==> src/tat_pkg.sv <==
// ----------------------------------------------------------------------------
// tat_pkg: shared types and codes for the timeout aging table
// Field widths, operation codes, result status codes and controller states.
// ----------------------------------------------------------------------------
package tat_pkg;

    localparam int MODE_W   = 2;
    localparam int TAG_W    = 64;
    localparam int TIME_W   = 32;
    localparam int STATUS_W = 3;
    localparam int SLOT_W   = 5;

    // Operation codes carried on the mode field
    typedef enum logic [MODE_W-1:0] {
        MODE_INSERT = 2'd0,
        MODE_TOUCH  = 2'd1,
        MODE_SWEEP  = 2'd2,
        MODE_NONE   = 2'd3
    } t_mode;

    // Result status codes
    typedef enum logic [STATUS_W-1:0] {
        STAT_INSERTED = 3'd0,
        STAT_FULL     = 3'd1,
        STAT_HIT      = 3'd2,
        STAT_MISS     = 3'd3,
        STAT_EXPIRED  = 3'd4,
        STAT_DONE     = 3'd5
    } t_status;

    // Controller states
    typedef enum logic [1:0] {
        S_IDLE,
        S_SCAN,
        S_FINISH
    } t_state;

endpackage

==> src/tat_cell.sv <==
// ----------------------------------------------------------------------------
// tat_cell: one table entry in the rotating ring
// Holds valid mark, key and last-used stamp; loads the neighbor's entry on
// every shift so the whole table rotates past the head of the ring.
// ----------------------------------------------------------------------------
module tat_cell #(
    parameter int KEY_BITS = 64
) (
    input  logic                        i_clk,
    input  logic                        i_rst_n,
    input  logic                        i_shift,
    input  logic                        i_valid,
    input  logic [KEY_BITS-1:0]         i_key,
    input  logic [tat_pkg::TIME_W-1:0]  i_stamp,
    output logic                        o_valid,
    output logic [KEY_BITS-1:0]         o_key,
    output logic [tat_pkg::TIME_W-1:0]  o_stamp
);
    import tat_pkg::*;

    logic                r_valid;
    logic [KEY_BITS-1:0] r_key;
    logic [TIME_W-1:0]   r_stamp;

    // Valid mark: cleared at reset, table starts empty
    always_ff @(posedge i_clk) begin
        if (!i_rst_n) begin
            r_valid <= 1'b0;
        end else if (i_shift) begin
            r_valid <= i_valid;
        end
    end

    // Key and stamp: read only while valid, no reset
    always_ff @(posedge i_clk) begin
        if (i_shift) begin
            r_key   <= i_key;
            r_stamp <= i_stamp;
        end
    end

    assign o_valid = r_valid;
    assign o_key   = r_key;
    assign o_stamp = r_stamp;

endmodule

==> src/timeout_aging_table.sv <==
// ----------------------------------------------------------------------------
// timeout_aging_table: keyed entry table with last-used stamps and aging
// Insert, touch and sweep operations over a ring of entry cells.
// ----------------------------------------------------------------------------
// Usage:
//   Input channel (i_valid/o_ready) takes one command: mode, key, now.
//   Output channel (o_valid/i_ready) returns results; o_last marks the final
//   result of a command. Insert and touch give one result; a sweep gives one
//   result per freed entry, then a done result. Mode 3 is taken and dropped.
//   The expiry timeout is written through i_cfg_we/i_cfg_wdata; the user must
//   do so only while idle, as the block leaves that check to the user.
// Ring:
//   The entries sit in a ring of TABLE_ENTRIES cells that rotates one step a
//   cycle while a command runs, unless a stall holds it; each command takes
//   one full rotation past the head cell. An insert or touch result is loaded
//   once the rotation ends.
// Stalls:
//   A single output register holds the pending result. When it is full and
//   not taken, the ring stops on an expiring entry until the result leaves.
// Reset:
//   Synchronous, active low: table empty, timeout 60, no result pending.
// ----------------------------------------------------------------------------
module timeout_aging_table #(
    parameter int TABLE_ENTRIES = 32,
    parameter int KEY_BITS      = 64
) (
    input  logic                          i_clk,
    input  logic                          i_rst_n,
    // configuration
    input  logic                          i_cfg_we,
    input  logic [tat_pkg::TIME_W-1:0]    i_cfg_wdata,
    // command channel
    input  logic                          i_valid,
    output logic                          o_ready,
    input  logic [tat_pkg::MODE_W-1:0]    i_mode,
    input  logic [tat_pkg::TAG_W-1:0]     i_key,
    input  logic [tat_pkg::TIME_W-1:0]    i_now,
    // result channel
    output logic                          o_valid,
    input  logic                          i_ready,
    output logic [tat_pkg::STATUS_W-1:0]  o_status,
    output logic [tat_pkg::SLOT_W-1:0]    o_slot,
    output logic [tat_pkg::TAG_W-1:0]     o_entry_tag,
    output logic                          o_last
);
    import tat_pkg::*;

    localparam int STEP_W = $clog2(TABLE_ENTRIES + 1);
    localparam logic [STEP_W-1:0] LAST_STEP = STEP_W'(TABLE_ENTRIES - 1);

    // Ring of cells
    logic                c_valid [TABLE_ENTRIES];
    logic [KEY_BITS-1:0] c_key   [TABLE_ENTRIES];
    logic [TIME_W-1:0]   c_stamp [TABLE_ENTRIES];

    logic                h_next_valid;
    logic [KEY_BITS-1:0] h_next_key;
    logic [TIME_W-1:0]   h_next_stamp;
    logic                shift;

    // Control registers
    t_state              r_state, n_state;
    t_mode               r_mode;
    logic [KEY_BITS-1:0] r_key;
    logic [TIME_W-1:0]   r_now;
    logic [TIME_W-1:0]   r_timeout;
    logic [STEP_W-1:0]   r_step;
    logic                r_found;
    logic [SLOT_W-1:0]   r_found_slot;

    // Output register
    logic                r_ov;
    t_status             r_o_status;
    logic [SLOT_W-1:0]   r_o_slot;
    logic [TAG_W-1:0]    r_o_tag;
    logic                r_o_last;

    logic                take;
    logic                expire;
    logic                out_free;
    logic                emit_step;
    logic                emit_final;
    logic                cmd_xfer;
    logic [TIME_W-1:0]   age;
    t_status             res_status;
    logic [SLOT_W-1:0]   res_slot;
    logic [TAG_W-1:0]    res_tag;
    logic                res_last;

    // Build the ring: each cell loads its upper neighbor, the top cell
    // loads the (possibly updated) head entry
    for (genvar gi = 0; gi < TABLE_ENTRIES; gi++) begin : g_cell
        if (gi == TABLE_ENTRIES - 1) begin : g_top
            tat_cell #(.KEY_BITS(KEY_BITS)) u_cell (
                .i_clk   (i_clk),
                .i_rst_n (i_rst_n),
                .i_shift (shift),
                .i_valid (h_next_valid),
                .i_key   (h_next_key),
                .i_stamp (h_next_stamp),
                .o_valid (c_valid[gi]),
                .o_key   (c_key[gi]),
                .o_stamp (c_stamp[gi])
            );
        end else begin : g_mid
            tat_cell #(.KEY_BITS(KEY_BITS)) u_cell (
                .i_clk   (i_clk),
                .i_rst_n (i_rst_n),
                .i_shift (shift),
                .i_valid (c_valid[gi+1]),
                .i_key   (c_key[gi+1]),
                .i_stamp (c_stamp[gi+1]),
                .o_valid (c_valid[gi]),
                .o_key   (c_key[gi]),
                .o_stamp (c_stamp[gi])
            );
        end
    end

    assign cmd_xfer = i_valid && o_ready;
    assign out_free = !r_ov || i_ready;
    assign age      = r_now - c_stamp[0];

    // Evaluate the head entry for the current command
    always_comb begin
        take         = 1'b0;
        expire       = 1'b0;
        h_next_valid = c_valid[0];
        h_next_key   = c_key[0];
        h_next_stamp = c_stamp[0];
        case (r_mode)
            MODE_INSERT: take   = !r_found && !c_valid[0];
            MODE_TOUCH:  take   = !r_found && c_valid[0] && (c_key[0] == r_key);
            MODE_SWEEP:  expire = c_valid[0] && (age > r_timeout);
            default:     ;
        endcase
        if (take) begin
            h_next_valid = 1'b1;
            h_next_key   = r_key;
            h_next_stamp = r_now;
        end
        if (expire) begin
            h_next_valid = 1'b0;
        end
    end

    // Next state
    always_comb begin
        n_state = r_state;
        unique case (r_state)
            S_IDLE: begin
                if (cmd_xfer && (t_mode'(i_mode) != MODE_NONE)) begin
                    n_state = S_SCAN;
                end
            end
            S_SCAN: begin
                if (shift && (r_step == LAST_STEP)) begin
                    n_state = S_FINISH;
                end
            end
            S_FINISH: begin
                if (out_free) begin
                    n_state = S_IDLE;
                end
            end
            default: n_state = S_IDLE;
        endcase
    end

    // State outputs
    always_comb begin
        o_ready    = 1'b0;
        shift      = 1'b0;
        emit_step  = 1'b0;
        emit_final = 1'b0;
        unique case (r_state)
            S_IDLE:   o_ready    = 1'b1;
            S_SCAN: begin
                shift     = !expire || out_free;
                emit_step = expire && out_free;
            end
            S_FINISH: emit_final = out_free;
            default:  ;
        endcase
    end

    // Select the result to load
    always_comb begin
        res_status = STAT_DONE;
        res_slot   = '0;
        res_tag    = '0;
        res_last   = 1'b1;
        if (emit_step) begin
            res_status = STAT_EXPIRED;
            res_slot   = SLOT_W'(r_step);
            res_tag    = TAG_W'(c_key[0]);
            res_last   = 1'b0;
        end else begin
            case (r_mode)
                MODE_INSERT: begin
                    res_status = r_found ? STAT_INSERTED : STAT_FULL;
                    res_slot   = r_found ? r_found_slot : '0;
                    res_tag    = r_found ? TAG_W'(r_key) : '0;
                end
                MODE_TOUCH: begin
                    res_status = r_found ? STAT_HIT : STAT_MISS;
                    res_slot   = r_found ? r_found_slot : '0;
                    res_tag    = r_found ? TAG_W'(r_key) : '0;
                end
                default: res_status = STAT_DONE;
            endcase
        end
    end

    // Control state
    always_ff @(posedge i_clk) begin
        if (!i_rst_n) begin
            r_state   <= S_IDLE;
            r_timeout <= TIME_W'(60);
            r_found   <= 1'b0;
            r_step    <= '0;
            r_ov      <= 1'b0;
        end else begin
            r_state <= n_state;
            if (i_cfg_we) begin
                r_timeout <= i_cfg_wdata;
            end
            if (cmd_xfer) begin
                r_found <= 1'b0;
                r_step  <= '0;
            end else if (shift) begin
                r_step <= r_step + 1'b1;
                if (take) begin
                    r_found <= 1'b1;
                end
            end
            if (emit_step || emit_final) begin
                r_ov <= 1'b1;
            end else if (i_ready) begin
                r_ov <= 1'b0;
            end
        end
    end

    // Command payload and found slot
    always_ff @(posedge i_clk) begin
        if (cmd_xfer) begin
            r_mode <= t_mode'(i_mode);
            r_key  <= i_key[KEY_BITS-1:0];
            r_now  <= i_now;
        end
        if (shift && take) begin
            r_found_slot <= SLOT_W'(r_step);
        end
    end

    // Result payload
    always_ff @(posedge i_clk) begin
        if (emit_step || emit_final) begin
            r_o_status <= res_status;
            r_o_slot   <= res_slot;
            r_o_tag    <= res_tag;
            r_o_last   <= res_last;
        end
    end

    assign o_valid     = r_ov;
    assign o_status    = r_o_status;
    assign o_slot      = r_o_slot;
    assign o_entry_tag = r_o_tag;
    assign o_last      = r_o_last;

endmodule

==> config.mk <==
export PLATFORM = sky130hd
export DESIGN_NAME = timeout_aging_table
export DESIGN_NICKNAME = d
export VERILOG_FILES = /design/src/tat_pkg.sv /design/src/tat_cell.sv /design/src/timeout_aging_table.sv
export SDC_FILE = /design/constraint.sdc
export NUM_CORES = 2
export LEC_CHECK = 0
export BUFFER_PORTS_ARGS = -buffer_cell sky130_fd_sc_hd__buf_2
export CAP_MARGIN = 10
export CORE_ASPECT_RATIO = 0.8
export CORE_MARGIN = 2
export CORE_UTILIZATION = 25
export CTS_BUF_LIST = sky130_fd_sc_hd__clkbuf_2 sky130_fd_sc_hd__clkbuf_4 sky130_fd_sc_hd__clkbuf_8
export DETAILED_ROUTE_END_ITERATION = 8
export GPL_TIMING_DRIVEN = 1
export PLACE_DENSITY = 0.43
export SYNTH_ARGS = -nofsm -noshare
export SYNTH_HDL_FRONTEND = slang
export SYNTH_SLANG_ARGS = --single-unit
==> constraint.sdc <==
create_clock -name i_clk -period 118.1 [get_ports i_clk]
set_clock_uncertainty 0.2 [all_clocks]
set_input_delay 5.905 -clock i_clk [delete_from_list [all_inputs] [get_ports i_clk]]
set_output_delay 5.905 -clock i_clk [all_outputs]
set_load 0.01 [all_outputs]
==> summary by stage <==
Timing
The final critical path takes up 10.5% of the cycle. The count of endpoints failing setup in the final report is 0. The minimum period implied by the final worst setup slack is 12.38 ns. The worst slew slack as a fraction of its limit is 20.6%.

The hold violation total from the final report was 0. Derived from the worst setup path, the maximum achievable clock frequency is 80.8 MHz. The final setup TNS is 0 ns. The worst-margin pin slew is 1.19 ns. The final number of max-transition violations is 0.

Setup repair after global routing left no endpoint under its margin.

Clock network
The number of clock sinks is 3322. The cell sitting at the root of the clock tree is a clkbuf_8. The post-cts resize count is 0. The maximum level of the CTS H-tree is 6. The clock latency on the worst-skew pair is 1.14 ns. The CTS tree is built. The number of buffers inserted by hold repair at cts is 0. The maximum clock path buffer count is 4.

After clock tree synthesis, the clock-pin slew on the worst setup and hold paths is 0.06 ns. The number of setup buffers added after CTS is 0. The number of CTS-inserted buffers is 536.

Power and ir drop
The internal power of the cells is 1.91 mW. Summing internal, switching and leakage power gives 2.44 mW. The portion of total power attributed to the clock network is 39.8%. Of the total power, combinational logic draws 2.9%. The ratio of total power to cell area is about 20 nW/µm². The worst voltage drop across the vdd grid is ~0.012 mV.

The power dissipated by switching net loads is roughly 0.53 mW. Net switching is 21.6% of the power. The analysis attributes to cell leakage a power of 40.5 nW. The sequential power share is between 50% and 60%.

Placement
The cell total after placement is about 10000. Once detailed placement completed, the half-perimeter wirelength came to 88.5 mm. Buffers placed on the I/O ports in this run total around 210. Routability-driven placement finished with a final weighted congestion of 0.750.

Final layout
The proportion of layout cells with a drive suffix above 1 is around 22%. The final standard cell utilization of the core is 29.5%. Summing all flip-flop and latch instances after layout gives 99000 µm².

Leaving out fill and tap cells, the most frequent cell in the layout is edfxtp_1. In the final design database the tool counted 5208 nets. Fill cells in the final layout number slightly above 40000.

In the layout the commonest cells are edfxtp_1, clkbuf_8, buf_2, clkbuf_4, nand2_1. The growth of design area from synthesis to finish is 17.7%. The count of non-filler cells in the finished layout is 11000.

Summing all multi-input logic gate instances after layout gives ~5800 µm².

Synthesis
Dividing the synthesized area by the synthesized cell count gives 24.7 µm². The leading register cell type out of synthesis is edfxtp_1. The area share of the largest cell type after synthesis is 92.5%. The post-synthesis cell type with the largest combined area is edfxtp_1.

In the synthesized netlist, the number of instances is 4276. During synthesis, Yosys emitted a total of 0 warnings. The sequential-to-total area share from yosys stat is 93.9%.

The netlist area before placement is 105000 µm². The number of unique standard cell types used by synthesis is 62. The synthesized design contains 3248 enable-type register cells. By area the synthesized netlist is led by edfxtp_1, dfxtp_1, ha_1, a22o_1, mux2_2. Counting flops with an async set or reset pin after synthesis yields a share of 0%. The register bit total from synthesis is 3322. The number of nets produced by synthesis is roughly 4500.

Detailed routing
Detailed routing placed a total of between 9 and 10 mm of wire on met3. Before antenna repair, the detailed router went through 5 iterations. After detailed routing, the number of remaining DRC violations is 0. The via total after detailed routing is 40600. The detailed router finished its first iteration with 3972 violations. The per-cell via count in the routed design is between 3 and 4. The routed wire length is ~170 mm. The total length of routed met2 wires is 72.0 mm. The detailed-route wire length on metal 1 is 81.5 mm. The detail route stage leaves a number of antenna-violating nets equal to 0. The highest layer touched by signal routing is met4. The per-cell routed wire length is 15.4 µm.

Floorplan
From bottom edge to top edge, the die measures 585 µm. The I/O pin count is 210. The die covers about 430000 µm². In this run the core area contains 213 standard-cell rows. In this run the horizontal extent of the chip is 730 µm. The region available for standard cell placement spans 420000 µm².

Once the floorplan was initialized, standard cells occupied between 20% and 30% of the core.

Critical path
Traced cell by cell, the critical path runs through buf_2, nand2b_1, nor4_2, a21oi_4, buf_12, buf_4, buf_4, buf_4, buf_4, buf_4, buf_12, buf_4. The nature of the critical path endpoint is a flop. The endpoint identified for the worst register-to-register timing path is g_cell[27].g_mid.u_cell.o_key[12].

Among all stages on the critical path, the largest delay is contributed by buf_4. For the worst setup path, the data required time is 118.62 ns. Counting stages on the worst path, the most repeated cell is buf_4. Along the worst path, the maximum fanout reaches 185.

The type of the worst setup path is input port to flop. The arrival time reported for the critical path endpoint is 12.91 ns. The launching element of the worst setup path is i_ready. The startpoint identified for the worst register-to-register timing path is g_cell[0].g_mid.u_cell.o_stamp[0]. The timing endpoint of the critical path is g_cell[27].g_mid.u_cell.o_key[12]. The setup slack on the worst flop-to-flop path is 105.97 ns.

The worst reg-to-reg path cell count is 28. STA classifies the critical path startpoint as an input port. The largest single stage delay on the critical path is 0.96 ns.

Flow run
The count of max-cap constraint violations is 0.

Global route
The global-route congestion overflow total is 0. The first global-routing pass estimated ~250 mm of wire. In the global route stage, overall resource usage came out at 7.64%. The number of antenna violations at the first check in global routing is 24. Entering global routing, the biggest net connects 214 pins. The via count of the first global-routing pass is 41400.

Hold path
In this run the most critical hold path is launched from g_cell[27].g_mid.u_cell.o_stamp[1]. The tightest min-delay check is of the flop to flop type.

Status
The flow ran to the end, and the final reports show no timing, DRC or antenna violations.
per-stage QoR:
| stage | setup WS [ns] | hold WS, ns | area, µm² |
|---|---|---|---|
| detailed placement | 104.47 | 0.205 | 114000 |
| global placement | 104.74 | 0.200 | 114000 |
| floorplan | 72.69 | 0.200 | 105000 |
| CTS | 105.79 | 0.0793 | 124000 |
| finish | 105.72 | 0.122 | 124000 |
| global route | 104.86 | 0.0909 | 124000 |
worst max-delay path, delay by kind of cell:
| kind | cells | cell delay, ns |
|---|---|---|
| compound gates | 1 | 0.22 |
| simple gates | 2 | 0.25 |
| buf+inv | 9 | 5.89 |
state kept, by name (all words and copies together) (netlist names), 2 cells and up:
name and cells:
g_cell.g_mid.u_cell.o_key 1984, g_cell.g_mid.u_cell.o_stamp 992, g_cell.g_top.u_cell.o_key 64, o_entry_tag 64, r_key 64, g_cell.g_top.u_cell.o_stamp 32, r_now 32, r_timeout 32
g_cell.g_mid.u_cell.o_valid 31, r_step 6, o_slot 5, r_found_slot 5, o_status 3, r_mode 2, r_state 2
worst min-delay path by stage:
stage	to	slack [ns]	depth (start not counted)
floorplan	g_cell[0].g_mid.u_cell.o_key[0]	0.20	0
global placement	g_cell[1].g_mid.u_cell.o_key[30]	0.20	0
detailed placement	g_cell[0].g_mid.u_cell.o_key[32]	0.20	0
CTS	g_cell[26].g_mid.u_cell.o_stamp[1]	0.08	0
global route	g_cell[24].g_mid.u_cell.o_stamp[31]	0.09	0
finish	g_cell[26].g_mid.u_cell.o_stamp[1]	0.12	0
cell usage after synthesis (9+ instances only):
master,instances
xor2_1,38
nor2b_1,38
nor4_1,9
a21o_1,28
nor2_1,23
nand2_1,113
a21oi_1,37
nor3_1,11
ha_1,64
dfxtp_1,74
edfxtp_1,3248
mux2i_1,29
nand4_1,14
xnor2_1,37
buf_2,14
clkbuf_1,31
mux2_2,52
nand3_1,42
o21ai_0,93
a22o_1,71
inv_1,91
area by class of cell:
| class | instances | share of cell area (%) |
|---|---|---|
| well taps | 5590 | 5.64 |
| clock inverters | 178 | 1.12 |
| clock buffers | 747 | 7.27 |
| repair buffers | 253 | 1.19 |
| multi-input cells | 804 | 4.71 |
| flip-flops and latches | 3322 | 79.8 |
| diodes | 5 | 0.0101 |
| inverters | 91 | 0.279 |
metal layers:
metal / GRT usage [%] / vias up
met4: 3.36 / 0
met5: 0 / -
li1: - / 18600
met3: 2.10 / 424
met1: 11.0 / 20600
met2: 10.7 / 899
power by group through the flow:
| stage | logic (mW) | clock network, mW | registers [mW] |
|---|---|---|---|
| floorplan | 0.0466 | 0 | 1.54 |
| global placement | 0.0718 | 0 | 1.42 |
| detailed placement | 0.0730 | 0 | 1.43 |
| CTS | 0.0732 | 1.02 | 1.40 |
| global route | 0.0794 | 1.07 | 1.41 |
| finish | 0.0707 | 0.972 | 1.40 |
cell families (layout without fill, tap and decap cells):
family          after synthesis  after routing  share of synthesized area (%)
compound gates              296            296                           1.91
flops                      3322           3322                           93.9
buf+inv                     150           1269                          0.609
simple gates                287            287                           1.36
fa+ha+maj                    65             65                          0.778
xor+xnor                     75             75                          0.623
mux                          81             81                          0.831
other cells                   0              5                              0
Power figures use the tool's default switching activity.
